==> src/skf_pkg.sv <==
// Shared types and constants of the scalar Kalman filter.
`default_nettype none
package skf_pkg;
	localparam int GAIN_BITS = 16;
	localparam int CNT_W     = 5;
	localparam int IDX_W     = 3;

	typedef logic [IDX_W-1:0] cfg_idx_t;
	localparam cfg_idx_t REG_TIME_STEP  = 3'd0;
	localparam cfg_idx_t REG_PROC_NOISE = 3'd1;
	localparam cfg_idx_t REG_MEAS_NOISE = 3'd2;
	localparam cfg_idx_t REG_INIT_ANGLE = 3'd3;
	localparam cfg_idx_t REG_INIT_VAR   = 3'd4;

	typedef enum logic [2:0] {
		ST_IDLE,
		ST_PRED_MUL,
		ST_PRED_ADD,
		ST_DIV,
		ST_UPD_SET,
		ST_UPD_MUL,
		ST_DONE
	} state_t;
endpackage
`default_nettype wire

==> src/scalar_kalman_filter.sv <==
// Scalar Kalman filter top level: bit-serial predict, gain division and update.
// Steps in order: predict multiply, predict add, gain division, update set-up, update multiply, done.
// A new sample is taken only once the last one has left the done state; one gain bit or multiplier bit per cycle.
// Input is taken again while a finished result still waits in the output register.
// Reset (arst_n low, asynchronous): config registers to defaults, estimate, run state and output valid cleared, idle.
`default_nettype none
module scalar_kalman_filter #(
	parameter int DATA_WIDTH = 32
) (
	input  wire logic                                clk,
	input  wire logic                                arst_n,
	// slave stream
	input  wire logic                                s_tvalid,
	output logic                                     s_tready,
	input  wire logic [((2*DATA_WIDTH+7)/8)*8-1:0]   s_tdata,  // gyro_rate, accel_angle
	input  wire logic                                s_tlast,  // last_sample
	// master stream
	output logic                                     m_tvalid,
	input  wire logic                                m_tready,
	output logic [((2*DATA_WIDTH+7)/8)*8-1:0]        m_tdata,  // angle_est, variance_est
	output logic                                     m_tlast,  // run_end
	// config write port
	input  wire logic                                cfg_we,
	input  wire skf_pkg::cfg_idx_t                   cfg_index,
	input  wire logic [DATA_WIDTH-1:0]               cfg_wdata
);
	import skf_pkg::*;

	localparam int W     = DATA_WIDTH;
	localparam logic [CNT_W-1:0] CNT_LAST = CNT_W'(GAIN_BITS);
	localparam logic [W-1:0] SMAX = {1'b0, {(W-1){1'b1}}};
	localparam logic [W-1:0] SMIN = {1'b1, {(W-1){1'b0}}};
	localparam logic [GAIN_BITS:0] GAIN_ONE = {1'b1, {GAIN_BITS{1'b0}}};

	// config registers
	logic [GAIN_BITS-1:0] dt_q;
	logic [W-1:0] q_q, r_q, ia_q, iv_q;

	// filter state
	state_t state_q, state_d;
	logic [W-1:0] angle_q, var_q;
	logic in_run_q;

	// captured sample and intermediate values
	logic [W-1:0] meas_q, xp_q, pp_q;
	logic last_q;

	// two bit-serial multiply lanes: a is signed via neg flag, b unsigned
	logic [W-1:0] mcand_a_q, mcand_b_q;
	logic [GAIN_BITS:0] mplier_a_q, mplier_b_q;
	logic [W:0] acc_a_q, acc_b_q;
	logic neg_a_q;

	// restoring divider for the gain
	logic [W+1:0] rem_q;
	logic [W:0] den_q;
	logic [GAIN_BITS:0] k_q;
	logic [CNT_W-1:0] cnt_q;

	// output register
	logic [W-1:0] out_angle_q, out_var_q;
	logic out_last_q, out_valid_q;

	logic s_xfer, out_free;
	assign s_tready = (state_q == ST_IDLE);
	assign s_xfer   = s_tvalid && s_tready;
	assign out_free = !out_valid_q || m_tready;

	// ---- combinational datapath ----
	logic [W-1:0] in_rate, in_meas, rate_mag;
	assign in_rate  = s_tdata[W-1:0];
	assign in_meas  = s_tdata[2*W-1:W];
	assign rate_mag = in_rate[W-1] ? (~in_rate + 1'b1) : in_rate;

	// multiply step: add on low bit, halve on all but the last step
	logic [W:0] sum_a, sum_b;
	assign sum_a = acc_a_q + (mplier_a_q[0] ? {1'b0, mcand_a_q} : '0);
	assign sum_b = acc_b_q + (mplier_b_q[0] ? {1'b0, mcand_b_q} : '0);

	// signed product term, then angle plus term saturated to W bits
	logic [W+1:0] term_a, base_a, ang_sum;
	logic [W-1:0] ang_sat;
	assign term_a  = neg_a_q ? (~{1'b0, acc_a_q} + 1'b1) : {1'b0, acc_a_q};
	assign base_a  = (state_q == ST_PRED_ADD) ? {{2{angle_q[W-1]}}, angle_q}
	                                          : {{2{xp_q[W-1]}}, xp_q};
	assign ang_sum = base_a + term_a;
	always_comb begin
		if (ang_sum[W+1:W-1] == 3'b000 || ang_sum[W+1:W-1] == 3'b111) begin
			ang_sat = ang_sum[W-1:0];
		end else begin
			ang_sat = ang_sum[W+1] ? SMIN : SMAX;
		end
	end

	// predicted variance, saturated, and gain denominator
	logic [W:0] pp_sum, den_sum;
	logic [W-1:0] pp_sat;
	assign pp_sum  = {1'b0, var_q} + {1'b0, q_q};
	assign pp_sat  = pp_sum[W] ? '1 : pp_sum[W-1:0];
	assign den_sum = {1'b0, pp_sat} + {1'b0, r_q};

	// divider step
	logic [W+1:0] den_ext, rem_sub, rem_nxt;
	logic div_ge;
	assign den_ext = {1'b0, den_q};
	assign div_ge  = rem_q >= den_ext;
	assign rem_sub = rem_q - den_ext;
	assign rem_nxt = div_ge ? rem_sub : rem_q;

	// innovation magnitude and sign
	logic [W:0] diff, diff_mag;
	assign diff     = {meas_q[W-1], meas_q} - {xp_q[W-1], xp_q};
	assign diff_mag = diff[W] ? (~diff + 1'b1) : diff;

	// ---- state machine ----
	always_ff @(posedge clk or negedge arst_n) begin
		if (!arst_n) begin
			state_q <= ST_IDLE;
		end else begin
			state_q <= state_d;
		end
	end

	always_comb begin
		state_d = state_q;
		unique case (state_q)
			ST_IDLE:     if (s_xfer) state_d = ST_PRED_MUL;
			ST_PRED_MUL: if (cnt_q == CNT_LAST) state_d = ST_PRED_ADD;
			ST_PRED_ADD: state_d = ST_DIV;
			ST_DIV:      if (cnt_q == CNT_LAST) state_d = ST_UPD_SET;
			ST_UPD_SET:  state_d = ST_UPD_MUL;
			ST_UPD_MUL:  if (cnt_q == CNT_LAST) state_d = ST_DONE;
			ST_DONE:     if (out_free) state_d = ST_IDLE;
			default:     state_d = ST_IDLE;
		endcase
	end

	// ---- control registers ----
	always_ff @(posedge clk or negedge arst_n) begin
		if (!arst_n) begin
			dt_q        <= GAIN_BITS'(655);
			q_q         <= W'(66);
			r_q         <= W'(6554);
			ia_q        <= '0;
			iv_q        <= W'(65536);
			angle_q     <= '0;
			var_q       <= '0;
			in_run_q    <= 1'b0;
			out_valid_q <= 1'b0;
		end else begin
			if (cfg_we) begin
				unique case (cfg_index)
					REG_TIME_STEP:  dt_q <= cfg_wdata[GAIN_BITS-1:0];
					REG_PROC_NOISE: q_q  <= cfg_wdata;
					REG_MEAS_NOISE: r_q  <= cfg_wdata;
					REG_INIT_ANGLE: ia_q <= cfg_wdata;
					REG_INIT_VAR:   iv_q <= cfg_wdata;
					default: ;
				endcase
			end
			// run start: prior comes from the initial registers
			if (s_xfer && !in_run_q) begin
				angle_q <= ia_q;
				var_q   <= iv_q;
			end
			// a new result replaces the one taken in the same cycle
			if (state_q == ST_DONE && out_free) begin
				angle_q     <= ang_sat;
				var_q       <= acc_b_q[W] ? '1 : acc_b_q[W-1:0];
				in_run_q    <= !last_q;
				out_valid_q <= 1'b1;
			end else if (m_tready) begin
				out_valid_q <= 1'b0;
			end
		end
	end

	// ---- datapath registers ----
	always_ff @(posedge clk) begin
		unique case (state_q)
			ST_IDLE: begin
				if (s_xfer) begin
					meas_q     <= in_meas;
					last_q     <= s_tlast;
					mcand_a_q  <= rate_mag;
					neg_a_q    <= in_rate[W-1];
					mplier_a_q <= {1'b0, dt_q};
					acc_a_q    <= '0;
					cnt_q      <= '0;
				end
			end
			ST_PRED_MUL: begin
				acc_a_q    <= (cnt_q == CNT_LAST) ? sum_a : {1'b0, sum_a[W:1]};
				mplier_a_q <= mplier_a_q >> 1;
				cnt_q      <= cnt_q + 1'b1;
			end
			ST_PRED_ADD: begin
				xp_q  <= ang_sat;
				pp_q  <= pp_sat;
				rem_q <= {2'b00, pp_sat};
				den_q <= den_sum;
				k_q   <= '0;
				cnt_q <= '0;
			end
			ST_DIV: begin
				k_q   <= {k_q[GAIN_BITS-1:0], div_ge && (den_q != '0)};
				rem_q <= {rem_nxt[W:0], 1'b0};
				cnt_q <= cnt_q + 1'b1;
			end
			ST_UPD_SET: begin
				mcand_a_q  <= diff_mag[W-1:0];
				neg_a_q    <= diff[W];
				mplier_a_q <= k_q;
				mcand_b_q  <= pp_q;
				mplier_b_q <= GAIN_ONE - k_q;
				acc_a_q    <= '0;
				acc_b_q    <= '0;
				cnt_q      <= '0;
			end
			ST_UPD_MUL: begin
				acc_a_q    <= (cnt_q == CNT_LAST) ? sum_a : {1'b0, sum_a[W:1]};
				acc_b_q    <= (cnt_q == CNT_LAST) ? sum_b : {1'b0, sum_b[W:1]};
				mplier_a_q <= mplier_a_q >> 1;
				mplier_b_q <= mplier_b_q >> 1;
				cnt_q      <= cnt_q + 1'b1;
			end
			ST_DONE: begin
				if (out_free) begin
					out_angle_q <= ang_sat;
					out_var_q   <= acc_b_q[W] ? '1 : acc_b_q[W-1:0];
					out_last_q  <= last_q;
				end
			end
			default: ;
		endcase
	end

	assign m_tvalid = out_valid_q;
	assign m_tlast  = out_last_q;

	// result fields from the low bits up, padding bits zero
	always_comb begin
		m_tdata          = '0;
		m_tdata[W-1:0]   = out_angle_q;
		m_tdata[2*W-1:W] = out_var_q;
	end
endmodule
`default_nettype wire

==> config.mk <==
export PLATFORM = sky130hd
export DESIGN_NAME = scalar_kalman_filter
export DESIGN_NICKNAME = d
export VERILOG_FILES = /design/src/skf_pkg.sv /design/src/scalar_kalman_filter.sv
export SDC_FILE = /design/constraint.sdc
export NUM_CORES = 1
export LEC_CHECK = 0
export BUFFER_PORTS_ARGS = -buffer_cell sky130_fd_sc_hd__buf_2
export CORE_MARGIN = 2
export CORE_UTILIZATION = 28
export DETAILED_ROUTE_END_ITERATION = 7
export PLACE_DENSITY = 0.45
export SYNTH_ARGS = -nofsm -noshare
export SYNTH_HDL_FRONTEND = slang
export SYNTH_SLANG_ARGS = --single-unit
==> constraint.sdc <==
create_clock -name clk -period 9.2 [get_ports clk]
set_input_delay 1.38 -clock clk [delete_from_list [all_inputs] [get_ports clk]]
set_output_delay 1.38 -clock clk [all_outputs]
set_load 0.05 [all_outputs]
==> Word level (Yosys, flattened, before mapping) <==
Cells that the tools add are included.
{ "totals": {"ff_bits": 629, "word_cells": 134} }
{ "op_classes": {"n_lt_le_gt_ge": 1, "add_sub_neg": 12, "n_eq_ne": 17, "muxes": 39, "n_bitwise": 3, "reduce_logical": 34} }
{ "op_table": {"columns": ["cell", "count"], "rows": [
  ["$mux 32", 13],
  ["$mux 33", 4],
  ["$pmux 33 s3", 1],
  ["$mux 34", 2],
  ["$pmux 17 s2", 2],
  ["$pmux 34 s2", 1],
  ["$add 32x32->33", 2],
  ["$add 33x32->33", 2],
  ["$pmux 33 s2", 1],
  ["$add 32x1->32 const B", 2],
  ["$not 32->32", 2],
  ["$pmux 32 s2", 1],
  ["$pmux 17 s3", 1],
  ["$add 34x1->34 const B", 1],
  ["$add 34x34->34", 1],
  ["$ge 34x33->1", 1],
  ["$not 33->34", 1],
  ["$reduce_bool 33->1", 1],
  ["$sub 32x32->33", 1],
  ["$sub 33x33->33", 1],
  ["$pmux 3 s7", 1],
  ["$reduce_and 2->1", 10],
  ["$mux 17", 1],
  ["$sub 17x17->17 const A", 1],
  ["other kinds (21)", 52]
]} }

==> Depth between registers and ports, before layout <==
{ "logic_depth": {"ltp_word": 8, "mapped_depth": 26, "ltp_nobuf": 25} }

==> Least setup slack after synthesis <==
No wires, ideal clock.
{ "synth_path": {"path_type": "flip-flop to flip-flop", "startpoint": "register state_q[1]", "endpoint": "register angle_q[30]", "t_arrival_ns": 7.394, "stages_incl_launch_ff": 22, "n_path_buf": 6, "required_ns": 9.110, "setup_ns": 0.090, "path_slack_ns": 1.716, "cell_sequence": "dfrtp_1 clkbuf_1 nor2b_1 clkbuf_1 nor2b_1 clkbuf_1 clkbuf_1 o21ai_0 ha_1 clkbuf_1 a21o_1 a21o_1 a21o_1 a211oi_1 o21ai_0 a21oi_1 mux2_2 a211o_1 o21a_1 or2b_2 buf_4 o221ai_1"} }
{ "synth_between": {"elab_chain_len": 7} }
{ "synth_rtl": {"columns": ["element", "line_no", "source"], "rows": [
  ["start, declared", "scalar_kalman_filter.sv:40", "state_t state_q, state_d;"],
  ["start signal, assigned", "scalar_kalman_filter.sv:120", "state_q <= state_d;"],
  ["$eq 3x2->1", "scalar_kalman_filter.sv:84", "assign base_a = (state_q == ST_PRED_ADD) ? {{2{angle_q[W-1]}}, angle_q}"],
  ["$mux 34", "scalar_kalman_filter.sv:84", null],
  ["$add 34x34->34", "scalar_kalman_filter.sv:86", "assign ang_sum = base_a + term_a;"],
  ["$eq 3x3->1 or $logic_not 3->1 (tied branches)", "scalar_kalman_filter.sv:88", "if (ang_sum[W+1:W-1] == 3'b000 || ang_sum[W+1:W-1] == 3'b111) begin"],
  ["$logic_or 1x1->1", "scalar_kalman_filter.sv:88", null],
  ["$mux 32", "scalar_kalman_filter.sv:88", null],
  ["$mux 32", "scalar_kalman_filter.sv:167", "if (state_q == ST_DONE && out_free) begin"],
  ["end signal, assigned", "scalar_kalman_filter.sv:163", "angle_q <= ia_q;"],
  ["end signal, assigned", "scalar_kalman_filter.sv:168", "angle_q <= ang_sat;"],
  ["end, declared", "scalar_kalman_filter.sv:41", "logic [W-1:0] angle_q, var_q;"]
]} }
Several ways; a longest one is shown, not always the timed one.
A chain may end at the register's enable or synchronous reset.

==> Worst setup path after layout <==
{ "layout_path": {"startpoint": "register q_q[0]", "endpoint": "register den_q[30] (data pin)"} }
{ "layout_between": {"elab_chain_len": 3} }
{ "layout_rtl": {"columns": ["element", "line_no", "source"], "rows": [
  ["start, declared", "scalar_kalman_filter.sv:37", "logic [W-1:0] q_q, r_q, ia_q, iv_q;"],
  ["start signal, assigned", "scalar_kalman_filter.sv:154", "REG_PROC_NOISE: q_q <= cfg_wdata;"],
  ["$add 32x32->33", "scalar_kalman_filter.sv:98", "assign pp_sum = {1'b0, var_q} + {1'b0, q_q};"],
  ["$mux 32", "scalar_kalman_filter.sv:99", "assign pp_sat = pp_sum[W] ? '1 : pp_sum[W-1:0];"],
  ["net pp_sat[9]", "scalar_kalman_filter.sv:97", "logic [W-1:0] pp_sat;"],
  ["$add 32x32->33", "scalar_kalman_filter.sv:100", "assign den_sum = {1'b0, pp_sat} + {1'b0, r_q};"],
  ["net den_sum[30]", "scalar_kalman_filter.sv:96", "logic [W:0] pp_sum, den_sum;"],
  ["end signal, assigned", "scalar_kalman_filter.sv:201", "den_q <= den_sum;"],
  ["end, declared", "scalar_kalman_filter.sv:56", "logic [W:0] den_q;"]
]} }
The timed path passes the listed nets, and every way through them passes these cells.

==> results by group <==
Logic synthesis
  – Post-synth design cell area: 38490 um2
  – Post-synthesis sequential area ratio: 46.35%
  – Post-synthesis area per instance: 10.11 um2
  – Xor and xnor area share after synthesis: 6.638%
  – Post-Synth Adder-Cell Area: 7.906%
  – FFs w/ async S/R, synth: 33.86%
  – Synth Area in Simple Gates: 14.20%
  – Largest family of logic cells by synthesized area: compound AO/OA/AOI/OAI gates
  – Mapped Cells: 3806
  – Top FF cell, synth: edfxtp_1
  – Top cell type's share of synthesized area: 32.45%
  – Synth area leader: edfxtp_1
  – Synth warn: 0
  – Number of distinct library cells after synthesis: 91
  – Number of synthesized flops with an enable pin: 416
  – Post-synth net total: 4150
  – Mux contribution to synthesized area: 4.645%
  – Complex-gate fraction of the synthesized area: 17.21%
  – Largest cells by area after synthesis: edfxtp_1, dfrtp_1, ha_1
  – #FFs+latches synth: 629

Placement
  – DP HPWL: 89980 um
  – Post-Place Worst Slack: 1.490 ns
  – Placed insts: 5654
  – Final Wtd Congestion: 0.8739
  – IO buf count: 171

Global route
  – Largest net degree at the start of global routing: 99
  – Initial antenna violation count: 3
  – Met2 GRT Util: 27.64%
  – Met1 usage: 23.46%
  – Vias in the first global route: 28798
  – Total global-route track usage: 17.04%
  – Congestion Overflow GR: 0
  – First-pass GRT wire length: 183700 um
  – Gr busiest metal: met2
  – Met3 GRT Util: 2.243%

Setup path
  – CP required: 9.62 ns
  – Crit path kind: flip-flop to flip-flop
  – Crit-path most repeated cell: o21ai_0
  – Buf/Inv on CP: 0
  – R2R setup slack: 1.48 ns
  – CP Max Fanout: 21
  – Crit path max-delay cell type: o21a_1
  – R2R cell count: 23
  – CP top delay family: compound AO/OA/AOI/OAI gates
  – CP Launch Point: q_q[0]
  – Worst r2r src: q_q[0]
  – Crit path launch type: flip-flop
  – Max stage delay on crit path: 0.76 ns
  – Worst-path cell chain: ha_1 > fa_1 > a211o_1 > a211oi_1 > o31ai_1 > a31oi_1 > o21ai_0 > nor4_1 > o31a_1 > o21a_1 > o21ai_0 > ha_1 > a21oi_1 > o21ai_0 > nor3_1 > a31oi_1 > a31o_2 > o41ai_1 > o21a_1 > nor2_1 > a311o_1 > a21oi_1 > xnor2_1
  – Crit path to: den_q[30]
  – Setup crit end kind: flip-flop
  – Worst EP arrival: 8.14 ns
  – WP depth: 23
  – R2r endpoint: den_q[30]

Layout
  – Ant. Diodes: 0
  – Fin nets: 4283
  – Layout area overhead: 14.38%
  – Most frequent cells in the layout: edfxtp_1, a21oi_1, nand2_1, nor2_1, ha_1
  – Fraction of layout cells with a size suffix above 1: 14.55%
  – Final Non-Filler Cells: 5795
  – Most common library cell in the layout ignoring fill and taps: edfxtp_1

Clock network
  – Worst skew pair latency: 0.68 ns
  – CTS Buffer Depth: 3
  – TritonCTS Buffers: 77
  – Cts repair resizes: 0
  – Clock sink count: 629
  – Hold buffer count at cts: 0
  – Clock H-tree levels: 3
  – Number of post-CTS setup repair buffers: 0
  – CTS root buf: clkbuf_16
  – Worst-path clk slew: 0.07 ns
  – CTS tree: done

Detailed routing
  – Initial DRC count: 1978
  – Antenna-violating nets left: 0
  – DR vias: 29253
  – Drt pass-1 iters: 5
  – # DRC: 0
  – Final WL: 120700 um
  – Wire length per cell: 20.83 um
  – Vias per cell: 5.048

Timing
  – Layout Skew: 0.02900 ns
  – Hold Slack: 0.4160 ns
  – RSZ-0062 raised after global routing: false
  – Highest clock rate: 129.5 MHz
  – Hold Fails Final Rpt: 0
  – Final WS setup: 1.476 ns
  – Worst-Margin Slew: 1.064 ns
  – Max Slew Vio Count: 0
  – Crit share post-route: 83.95%
  – Final TNS setup: 0 ns
  – Setup violators final: 0
  – Max_slew headroom: 27.22%
  – Post-layout min period: 7.724 ns

Worst hold path
  – Hold Path Class: flip-flop to flip-flop
  – HP Start: pp_q[28]

Run status
  – Status: complete, no violations

Power and ir drop
  – Pleak: 17.53 nW
  – Maximum vdd drop: 0.0002163 V
  – PwrDens: 370.5 nW/um2

Die
  – IO Count: 172
  – # rows: 136
  – Die Span X: 374.8 um
  – Die area: 140400 um2
  – Core area: 137000 um2
  – Initial core utilization: 28.10%
  – Die Height: 374.8 um

Job
  – # Max-Cap Violations: 0
[logic make-up after synthesis]
family	after synthesis
AND/OR/NAND/NOR	1122
adder cells (fa/ha/maj)	239
buffers and inverters	305
multiplexers	160
flip-flops	629
AO/OA/AOI/OAI	1061
XOR/XNOR	290
[power by group]
part	switching [mW]	internal [mW]
combinational	5.17	3.23
clock	1.30	1.82
sequential	0.480	4.31
total	6.95	9.37
[cells in the mapped netlist (101+ instances only)]
library cell and instances:
edfxtp_1 416, a21oi_1 349, nand2_1 332, nor2_1 298
ha_1 232, o21ai_0 217, dfrtp_1 197, xnor2_1 187
mux2_2 149, inv_1 144, clkbuf_1 124, xor2_1 101
[worst register-to-register path, cell delays in order, from the launching register on]
cell and delay [ns]:
dfrtp_1 0.39, ha_1 0.25, fa_1 0.43, a211o_1 0.35
a211oi_1 0.44, o31ai_1 0.25, a31oi_1 0.38, o21ai_0 0.28
nor4_1 0.39, o31a_1 0.26, o21a_1 0.76, o21ai_0 0.38
ha_1 0.45, a21oi_1 0.17, o21ai_0 0.14, nor3_1 0.17
a31oi_1 0.21, a31o_2 0.28, o41ai_1 0.57, o21a_1 0.27
nor2_1 0.09, a311o_1 0.37, a21oi_1 0.17, xnor2_1 0.08
[worst min path at each step]
stage	to	slack (ns)	cells past startpoint
final	mcand_b_q[28]	0.42	0
after global routing	mcand_b_q[28]	0.42	0
after CTS	mcand_b_q[28]	0.42	0
after detailed placement	mcand_b_q[26]	0.41	0
after global placement	mcand_b_q[29]	0.41	0
after floorplan	mcand_b_q[0]	0.40	0
[registers in the layout, summed over array words and instances, names as in the netlist, 33 cells and up]
register,cells
rem_q,34
acc_a_q,33
acc_b_q,33
den_q,33
[layout make-up]
class	instances	area [um2]
fill	14041	92960
multi-input combinational	2872	19610
sequential	629	17840
tap	1794	2245
clock buffer	103	2177
timing repair buffer	214	1201
inverter	145	546.8
clock inverter	38	400.4
[per-layer routing]
layer	wire length (um)	share of wire, %
met1	56970	47
met2	55720	46
met4	3322	2.8
met5	13	0.011
met3	4671	3.9
[stage by stage]
| step | cell area [um2] | power (mW) | utilization (%) |
|---|---|---|---|
| CTS | 44020 | 16.48 | 32.14 |
| global route | 44020 | 17.60 | 32.14 |
| global placement | 41450 | 13.25 | 30.26 |
| floorplan | 38490 | 10.87 | - |
| finish | 44020 | 16.31 | 32.14 |
| detailed placement | 41450 | 13.25 | 30.26 |
(Power assumes the default switching activity.)
